<file path="config.mk">
export PLATFORM = sky130hd
export DESIGN_NAME = rmq_sqrt
export DESIGN_NICKNAME = d
export VERILOG_FILES = /design/src/rmq_sqrt.sv
export SDC_FILE = /design/constraint.sdc
export NUM_CORES = 2
export LEC_CHECK = 0
export BUFFER_PORTS_ARGS = -buffer_cell sky130_fd_sc_hd__buf_4
export CAP_MARGIN = 20
export CORE_ASPECT_RATIO = 1.2
export CORE_UTILIZATION = 30
export CTS_CLUSTER_SIZE = 10
export DETAILED_ROUTE_END_ITERATION = 10
export GPL_TIMING_DRIVEN = 0
export MAX_ROUTING_LAYER = met4
export PLACE_DENSITY = 0.43
export SYNTH_ARGS = -nofsm -noshare
export SYNTH_HDL_FRONTEND = slang
export SYNTH_MEMORY_MAX_BITS = 65536
export SYNTH_SLANG_ARGS = --single-unit
</file>
<file path="constraint.sdc">
create_clock -name clk -period 5.3 [get_ports clk]
set_clock_uncertainty 0.2 [all_clocks]
set_input_delay 0.53 -clock clk [delete_from_list [all_inputs] [get_ports clk]]
set_output_delay 0.53 -clock clk [all_outputs]
set_load 0.01 [all_outputs]
</file>
<file path="src/rmq_sqrt.sv">
// Pipelined square root, one root bit per stage, rounded to nearest.
module rmq_sqrt #(
    parameter int W      = 32,
    parameter int SIDE_W = 8
) (
    input  logic              clk,
    input  logic              rst_n,
    input  logic              en,
    input  logic              in_valid,
    input  logic [W:0]        rad,
    input  logic [SIDE_W-1:0] in_side,
    output logic              out_valid,
    output logic [W-1:0]      root,
    output logic [SIDE_W-1:0] out_side
);
    localparam int F = W - 2;

    logic [2*W-1:0]    n_in;
    logic [W+1:0]      rem_reg  [W];
    logic [W-1:0]      root_reg [W];
    logic [2*W-1:0]    n_reg    [W-1];
    logic [W-1:0]      valid_reg;
    logic [SIDE_W-1:0] side_reg [W];

    logic              out_valid_reg;
    logic [W-1:0]      root_out_reg, root_out_next;
    logic [SIDE_W-1:0] side_out_reg;
    logic              round_up;

    assign n_in = {1'b0, rad, {F{1'b0}}};

    for (genvar k = 0; k < W; k++)
    begin : g_step
        logic [W+1:0]      rem_cur, rem_sh, trial, rem_next;
        logic [W-1:0]      root_cur, root_next;
        logic [2*W-1:0]    n_cur;
        logic              v_cur;
        logic [SIDE_W-1:0] s_cur;
        logic              ge;

        if (k == 0)
        begin : g_first
            assign rem_cur  = '0;
            assign root_cur = '0;
            assign n_cur    = n_in;
            assign v_cur    = in_valid;
            assign s_cur    = in_side;
        end
        else
        begin : g_rest
            assign rem_cur  = rem_reg[k-1];
            assign root_cur = root_reg[k-1];
            assign n_cur    = n_reg[k-1];
            assign v_cur    = valid_reg[k-1];
            assign s_cur    = side_reg[k-1];
        end

        always_comb
        begin
            // bring down the next two radicand bits and try root*4+1
            rem_sh = {rem_cur[W-1:0], n_cur[2*W-1 -: 2]};
            trial = {root_cur, 2'b01};
            ge = rem_sh >= trial;
            rem_next = ge ? rem_sh - trial : rem_sh;
            root_next = {root_cur[W-2:0], ge};
        end

        always_ff @(posedge clk or negedge rst_n)
        begin
            if (!rst_n)
                valid_reg[k] <= 1'b0;
            else if (en)
                valid_reg[k] <= v_cur;
        end

        always_ff @(posedge clk)
        begin
            if (en)
            begin
                rem_reg[k]  <= rem_next;
                root_reg[k] <= root_next;
                side_reg[k] <= s_cur;
            end
        end

        if (k < W - 1)
        begin : g_shift
            always_ff @(posedge clk)
            begin
                if (en)
                    n_reg[k] <= n_cur << 2;
            end
        end
    end

    // remainder above root means the exact root lies past the midpoint
    always_comb
    begin
        round_up = rem_reg[W-1] > {2'b00, root_reg[W-1]};
        root_out_next = root_reg[W-1] + W'(round_up);
    end

    always_ff @(posedge clk or negedge rst_n)
    begin
        if (!rst_n)
            out_valid_reg <= 1'b0;
        else if (en)
            out_valid_reg <= valid_reg[W-1];
    end

    always_ff @(posedge clk)
    begin
        if (en)
        begin
            root_out_reg <= root_out_next;
            side_out_reg <= side_reg[W-1];
        end
    end

    assign out_valid = out_valid_reg;
    assign root      = root_out_reg;
    assign out_side  = side_out_reg;

endmodule

</file>
==> impl_metrics.yaml <==
clocking:
  cts_buffer_depth: 4
  cts_setup_buffers: 0
  cts.sinks: 2086
  cts-root-buf: "clkbuf_16"
  cts_tree: "built"
  h-tree-depth: 5
  insertion_delay_ns: 0.87
  numCtsBuffers: 262
  clk_pin_slew_ns: 0.05
worst_hold_path:
  min_to: "n_reg[0][52]$_DFFE_PP_"
  min_path_cells: 2
  min-delay-start: "rad[22]"
  hold_class: "input port to register"
synthesis:
  async_flop_share_pct: 1.58
  ys_seq_area_share_pct: 60.0
  ys_ff_latch: 2086
  syn_inst: 8481
  synth_edf_count: 2053
  yosysWarnings: 0
  ys_types: 106
  synthesis.nets: 9105
  syn_area_sq_um: 104000
  ys.flop_type: "edfxtp_1"
  synth.avg_cell_area_sq_um: 12.3
sta:
  setup_viol: 0
  grt_setup_unrepaired: "no"
  final.setup.worst_slack_ns: 0.323
  drv_slew: 0
  max_freq_mhz: 201
  timing.final.crit_share_pct: 93.9
  hold_violations: 0
  slew_headroom_pct: 24.3
  finalCriticalPeriod_ns: 4.98
  tightestPinTransition_ns: 1.14
global_route:
  track_usage_pct: 14.1
  antenna_found_initial: 4
  overflow: 0
  grt_max_degree: 185
  grt_pass1_wl_um: 379000
  first_global_vias: 66995
pwr:
  peakVddDrop_uv: 270
  leakage_nw: 45.0
  switching_share_pct: 30.2
  comb_power_share_pct: 24.6
  power_frac_clock_pct: 30.9
  p_int_mw: 36.0
  p_seq_share_pct: 44.4
  power_density_nw_per_um2: 435
  p_sw_mw: 15.6
  report.power.total_mw: 51.6
placement:
  dpl_cell_area_sq_um: 111000
  dp_hpwl_um: 182000
  numPlacedInstances: 13105
  place_ws_ns: -0.385
  io_buffers: 85
  gp_congestion: 0.867
die:
  dieHeight_um: 647
  die_w_um: 540
  rows: 236
  io_pins: 86
  initial_core_util_pct: 30.2
  core_sq_um: 345000
  dieArea_sq_um: 349000
setup_path:
  crit_start: "root_reg[31][5]$_DFFE_PP_"
  reg2reg_depth: 18
  cp-end-kind: "register"
  r2r_slack_ns: 0.32
  path_max_fanout: 6
  worst_ep_required_time_ns: 5.70
  cp-start-kind: "register"
  r2r-start: "root_reg[31][5]$_DFFE_PP_"
  crit_type: "register to register"
  cp.arrival_ns: 5.38
  reg2reg_to: "root[30]$_DFFE_PP_"
run_status:
  status: "complete, no violations"
final_layout:
  largest_register_ffs: 957
  final_area_sq_um: 119000
  syn2layout_area_growth_pct: 14.0
  layout-drive-gt1-share_pct: 7.89
  final_common_cell: "edfxtp_1"
  filler_cell_count: 33743
  layout_common_cells: "edfxtp_1 (2,053), inv_1 (741), nand2_1 (597)"
  fin_cells: 13543
  nets: 9517
routing:
  drt_first_iter_violations: 3249
  final_antenna_net_count: 0
  avgRoutedWirePerCell_um: 18.0
  first_pass_iters: 6
  viasPerCell: 4.79
  wl_um: 244000
  num_vias: 64821
  drc: 0
run:
  maxCapViolCount: 0
[metrics by stage]
step	setup TNS (ns)	hold WS (ns)	util (%)
floorplan	0	0.0344	-
global placement	-	0.200	32.0
detailed placement	-2.30	0.205	32.1
CTS	0	0.0515	34.4
global route	0	0.0976	34.4
finish	0	0.169	34.4
[Yosys cell counts, types with 168 or more instances]
master	number	area share, %
xor2_1	323	2.7
o21ai_0	416	2.0
edfxtp_1	2053	59
mux2_2	168	1.8
nor2_1	540	1.9
xnor2_1	449	3.8
nor3_1	223	1.1
a21o_1	221	1.6
ha_1	564	6.8
nand2_1	598	2.2
a21oi_1	506	2.4
inv_1	741	2.7
[power by group through the flow]
stage	Clock [mW]	Sequential, mW	Combinational (mW)
2_1_floorplan	0	22.5	9.40
3_3_place_gp	0	23.9	12.6
3_5_place_dp	0	23.3	12.8
4_1_cts	16.7	23.0	12.9
5_1_grt	17.3	23.2	14.2
6_report	16.0	22.9	12.7
[critical path, cell delays in order (launching register included)]
cell and delay [ns]:
edfxtp_1 0.39, inv_1 0.08, ha_1 0.30, nand4_1 0.18, nor2_1 0.14, a211oi_1 0.07
o21ai_1 0.24, a21oi_1 0.19, o31ai_1 0.25, a21oi_1 0.11, a41oi_2 0.35, ha_1 0.33
ha_1 0.26, nand3_1 0.17, nor2_2 0.46, nand2_1 0.34, nor2_1 0.39, nand2_1 0.12
xnor2_1 0.15
[kinds of logic (layout without fill, tap and decap cells)]
| group | Yosys count | in the layout | share of synthesized area, % |
|---|---|---|---|
| xor gates and xnor gates | 772 | 772 | 6.50 |
| and+or+nand+nor | 2238 | 2238 | 10.6 |
| muxes | 179 | 179 | 1.92 |
| AOI/OAI and AO/OA | 1732 | 1732 | 10.6 |
| other | 1 | 8 | 0.00360 |
| buffers and inverters | 894 | 1427 | 3.26 |
| adders and majority gates | 579 | 579 | 7.07 |
| DFF | 2086 | 2086 | 60.0 |
[timing repair]
item | CTS | global route
gates resized for setup | 4 | 6
endpoints found under the setup margin | 8 | 17
hold endpoints to repair | 169 | 0
hold buffers | 46 | 0
pin swaps | 0 | 0
[cell type report]
type	instances	area (sq um)	share of cell area, %
well taps	4522	5660	4.77
clock inverters	66	509	0.429
inverters	748	2810	2.37
plain buffers	145	589	0.496
multi-input cells	5501	38200	32.2
repair buffers	149	1520	1.28
diodes	7	17.5	0.0148
clock buffers	319	6880	5.79
flip-flops and latches	2086	62500	52.6
[worst max path at each step]
stage,end,cells past startpoint
floorplan,rem_reg[12][36]$_DFFE_PP_,11
global placement,g_step[30].v_cur$_DFFE_PN0P_,4
detailed placement,root[30]$_DFFE_PP_,18
CTS,rem_reg[14][58]$_DFFE_PP_,13
global route,root[30]$_DFFE_PP_,18
finish,root[30]$_DFFE_PP_,18
[layer usage]
| metal | global-route usage, % | vias to the layer above | wire, um |
|---|---|---|---|
| met5 | - | - | 0 |
| met4 | 6.36 | 0 | 11600 |
| met3 | 1.98 | 542 | 7870 |
| met2 | 27.0 | 1045 | 133000 |
| met1 | 14.1 | 31206 | 91700 |
| li1 | - | 32028 | - |
(Power assumes the default switching activity.)
