### config.mk
export PLATFORM = sky130hd
export DESIGN_NAME = rmq_front
export DESIGN_NICKNAME = d
export VERILOG_FILES = /design/src/rmq_pkg.sv /design/src/rmq_front.sv
export SDC_FILE = /design/constraint.sdc
export NUM_CORES = 1
export LEC_CHECK = 0
export ABC_AREA = 1
export BUFFER_PORTS_ARGS = -buffer_cell sky130_fd_sc_hd__buf_2
export CAP_MARGIN = 20
export CORE_ASPECT_RATIO = 0.75
export CORE_MARGIN = 4
export CORE_UTILIZATION = 27
export DETAILED_ROUTE_END_ITERATION = 8
export GPL_ROUTABILITY_DRIVEN = 0
export PLACE_DENSITY = 0.44
export SLEW_MARGIN = 20
export SYNTH_ARGS = -nofsm -noshare
export SYNTH_HDL_FRONTEND = slang
export SYNTH_SLANG_ARGS = --single-unit
### constraint.sdc
create_clock -name clk -period 6.9 [get_ports clk]
set_input_delay 0.345 -clock clk [delete_from_list [all_inputs] [get_ports clk]]
set_output_delay 0.345 -clock clk [all_outputs]
set_load 0.03 [all_outputs]
### src/rmq_pkg.sv
// Shared types for the rotation matrix to quaternion pipeline.
package rmq_pkg;

    // Output slot that receives the half root; the other three take the scaled terms
    typedef enum logic [1:0] {
        SLOT_W,
        SLOT_X,
        SLOT_Y,
        SLOT_Z
    } slot_t;

endpackage

### src/rmq_front.sv
// Front end: trace, largest diagonal, radicand and off-diagonal terms per branch.
module rmq_front #(
    parameter int W = 32
) (
    input  logic                clk,
    input  logic                rst_n,
    input  logic                en,
    input  logic                in_valid,
    input  logic signed [W-1:0] m [9],
    output logic                out_valid,
    output logic [W:0]          rad,
    output rmq_pkg::slot_t      slot,
    output logic signed [W:0]   d_a,
    output logic signed [W:0]   d_b,
    output logic signed [W:0]   d_c
);
    import rmq_pkg::*;

    localparam int F = W - 2;
    localparam logic signed [W+2:0] ONE_Q = (W+3)'(1) << F;

    // first stage
    logic                va_reg;
    logic signed [W+1:0] t_reg, t_next;
    logic signed [W-1:0] mii_reg, mii_next;
    slot_t               slot_a_reg, slot_a_next;
    logic signed [W:0]   dx_reg, dy_reg, dz_reg, s01_reg, s02_reg, s12_reg;
    logic signed [W:0]   dx_next, dy_next, dz_next, s01_next, s02_next, s12_next;
    logic                gt1, gt2;
    logic signed [W-1:0] mii_1;

    // second stage
    logic                vb_reg;
    logic [W:0]          rad_reg, rad_next;
    slot_t               slot_reg, slot_next;
    logic signed [W:0]   da_reg, db_reg, dc_reg, da_next, db_next, dc_next;
    logic signed [W+2:0] rad_s;
    logic                pos;

    always_comb
    begin
        t_next = {{2{m[0][W-1]}}, m[0]} + {{2{m[4][W-1]}}, m[4]}
               + {{2{m[8][W-1]}}, m[8]};
        // ties keep the lower index
        gt1 = m[0] < m[4];
        mii_1 = gt1 ? m[4] : m[0];
        gt2 = mii_1 < m[8];
        mii_next = gt2 ? m[8] : mii_1;
        slot_a_next = gt2 ? SLOT_Z : (gt1 ? SLOT_Y : SLOT_X);
        dx_next  = {m[5][W-1], m[5]} - {m[7][W-1], m[7]};
        dy_next  = {m[6][W-1], m[6]} - {m[2][W-1], m[2]};
        dz_next  = {m[1][W-1], m[1]} - {m[3][W-1], m[3]};
        s01_next = {m[1][W-1], m[1]} + {m[3][W-1], m[3]};
        s02_next = {m[2][W-1], m[2]} + {m[6][W-1], m[6]};
        s12_next = {m[5][W-1], m[5]} + {m[7][W-1], m[7]};
    end

    always_comb
    begin
        pos = t_reg > 0;
        // off branch: m_ii - (m_jj + m_kk) = 2*m_ii - trace
        if (pos)
            rad_s = {t_reg[W+1], t_reg} + ONE_Q;
        else
            rad_s = {{2{mii_reg[W-1]}}, mii_reg, 1'b0} - {t_reg[W+1], t_reg} + ONE_Q;
        rad_next = rad_s[W+2] ? '0 : rad_s[W:0];
        if (pos)
        begin
            slot_next = SLOT_W;
            da_next = dx_reg;
            db_next = dy_reg;
            dc_next = dz_reg;
        end
        else
        begin
            slot_next = slot_a_reg;
            unique case (slot_a_reg)
                SLOT_X:
                begin
                    da_next = dx_reg;
                    db_next = s01_reg;
                    dc_next = s02_reg;
                end
                SLOT_Y:
                begin
                    da_next = dy_reg;
                    db_next = s01_reg;
                    dc_next = s12_reg;
                end
                default:
                begin
                    da_next = dz_reg;
                    db_next = s02_reg;
                    dc_next = s12_reg;
                end
            endcase
        end
    end

    always_ff @(posedge clk or negedge rst_n)
    begin
        if (!rst_n)
        begin
            va_reg <= 1'b0;
            vb_reg <= 1'b0;
        end
        else if (en)
        begin
            va_reg <= in_valid;
            vb_reg <= va_reg;
        end
    end

    always_ff @(posedge clk)
    begin
        if (en)
        begin
            t_reg      <= t_next;
            mii_reg    <= mii_next;
            slot_a_reg <= slot_a_next;
            dx_reg     <= dx_next;
            dy_reg     <= dy_next;
            dz_reg     <= dz_next;
            s01_reg    <= s01_next;
            s02_reg    <= s02_next;
            s12_reg    <= s12_next;
            rad_reg    <= rad_next;
            slot_reg   <= slot_next;
            da_reg     <= da_next;
            db_reg     <= db_next;
            dc_reg     <= dc_next;
        end
    end

    assign out_valid = vb_reg;
    assign rad       = rad_reg;
    assign slot      = slot_reg;
    assign d_a       = da_reg;
    assign d_b       = db_reg;
    assign d_c       = dc_reg;

endmodule

==> flow_summary.ini <==
[outcome]
status = finished clean

[sta]
setup_viol = 0
fin_crit_ns = 4.86
slew-limit-headroom = 0.439
rsz0062_at_grt = no
fin_crit_sh = 0.705
clock_skew_ns = 0.0308
slew_violations = 0
worstMarginPinSlew_ns = 0.841
tns_ns = 0
hold_viol = 0
hold_ws_ns = 0.0850
fmax_mhz = 206

[job]
cap_violations = 0

[placement]
io_buffers = 426
place_area_um2 = 35100
hpwl_um = 85200

[synthesis]
synth-main-ff-cell = edfxtp_1
async_flop_share = 0.00501
ys_seq_area_frac = 0.381
syn_area_um2 = 31500
yosys_warnings = 0
syn_inst = 3691
yosysTopAreaCell = edfxtp_1
syn-num-nets = 4379
ys_ff_latch = 399
yosysTopAreaCellShare = 0.379
synth_edf_count = 397
ys_types = 48
netlist_top_cells_area = edfxtp_1 38%, ha_1 14%, nand2_1 7.4%
avgSynthCellArea_um2 = 8.52

[clock_network]
clk_latency_ns = 0.60
clk_root_buffer_cell = clkbuf_16
clock-sinks = 399
cts.clk_slew.worst_paths_ns = 0.06
cts_htree_levels = 2
cts.path.max_buffers = 3
numCtsBuffers = 45
post_cts_resized = 0
tritoncts = built

[finish]
final_cell_area_um2 = 36600
layout-drive-gt1-share = 0.143
fin_util = 0.316
final_cell_mix = 616 x nand2_1, 601 x inv_1, 425 x buf_2
syn_to_final_growth_pct = 16.3
largest_reg_flops = 34
layout_commonest_cell = nand2_1
fin_nets = 4727

[worst_setup_path]
worst-setup-path-type = input pin to flip-flop
worstSetupEndpointType = flip-flop
reg2reg_slack_ns = 2.84
reg2regPathDepth = 9
r2r_end = d_a[32]
cp_slowest_cell = nand3_2
cp_common_cell = nand2_1
regToRegStartpoint = t_reg[30]
slowest_delay_ns = 0.71
critPathMaxFanout = 32
crit_required_ns = 7.23
arrival_ns = 5.19
critical_path.cell_chain = buf_2, inv_1, ha_1, nand2_1, nor2_1, nand4_1, a21oi_1, nor2_1, nand2_2, nand2_1, nand2_2, buf_4, o21ai_0, ha_1, a21oi_1, o21ai_0, nand3_1, nand2_1, nand2_1, a21oi_1, a2111oi_4, nand3_2, nand3_1, nand2_1
start_kind = input pin

[power]
powerDensity_nw_per_um2 = 305
power_mw = 11.2
p_leak_nw = 17.5
vdd_drop_max_mv = 0.157

[drt]
wl_per_cell_um = 18.8
ant_nets = 0
drc = 0
drtPass1Iterations = 5
vias = 25800
drt-initial-drc-count = 2030
viasPerCell = 4.59
wirelength_um = 105000

[floorplanning]
die_h_um = 304
fp-row-count = 108
fp.dieW_um = 402
core-area_um2 = 116000
die_area_um2 = 122000
initial_core_util = 0.272
boundaryPins = 427

[global_routing]
track_usage = 0.165
grt_first_pass_wirelength_um = 153000
grt-ovfl-total = 0
antenna_found_initial = 22
grt_max_degree = 110
grt_pass1_vias = 24400

[hold_path]
min_path_type = input pin to async pin
## worst max-delay path by stage
stage / startpoint / end / slack (ns) / depth (start not counted)
final: m[159] / mii_reg[8] / 2.04 / 24
after global routing: m[159] / mii_reg[24] / 1.58 / 24
after CTS: m[159] / mii_reg[8] / 2.19 / 24
after detailed placement: m[159] / mii_reg[8] / 1.55 / 24
after global placement: m[133] / mii_reg[1] / 1.67 / 25
after floorplan: m[159] / mii_reg[23] / 3.17 / 25
## cell usage after synthesis (31+ instances only)
cell,number
xor2_1,219
edfxtp_1,397
o21ai_0,99
o31ai_1,43
ha_1,356
o21ai_1,31
nor2_1,316
fa_1,40
a31oi_1,105
nand4_1,31
inv_1,603
nand3_1,106
a21oi_1,362
clkbuf_1,114
nand2_1,618
## layer usage
layer / GRT usage / wire length, um / up-vias
li1: - / - / 13000
met1: 0.246 / 52500 / 12100
met2: 0.250 / 44900 / 585
met3: 0.0298 / 6050 / 96
met4: 0.0317 / 1880 / 10
met5: 0 / 72 / -
## critical path: cells and delay by family
| kind | cells | cell delay [ns] |
|---|---|---|
| AOI/OAI and AO/OA | 6 | 1.20 |
| adders and majority gates | 2 | 0.59 |
| buffers and inverters | 3 | 0.56 |
| and+or+nand+nor | 13 | 2.47 |
## power by group
group          switching (mW)  internal (mW)
clock                    1.05           1.45
sequential              0.308           3.49
combinational            3.30           1.57
total                    4.65           6.51
## per-stage QoR
step,instances,setup WS (ns)
floorplan,3691,3.17
global placement,5530,1.67
detailed placement,5530,1.55
CTS,5608,2.19
global route,5608,1.58
finish,5614,2.04
## timing repair
action                                 CTS  global route
setup buffers                            0             0
endpoints found under the hold margin    3             0
hold buffers                             2             0
## area by class of cell
type | instances | area, um^2
repair buffers | 442 | 2300
well taps | 1540 | 1930
clock buffers | 49 | 1140
clock inverters | 27 | 334
flip-flops and latches | 399 | 12000
fillers | 12500 | 79100
diodes | 6 | 15.0
multi-input cells | 2541 | 16600
inverters | 610 | 2290
## cells by family after synthesis
kind of cell,synth area share
DFF,0.381
adders and majority gates,0.167
AOI/OAI and AO/OA,0.144
buffers and inverters,0.0923
xor gates and xnor gates,0.0657
and+or+nand+nor,0.150
Power figures use the tool's default switching activity.
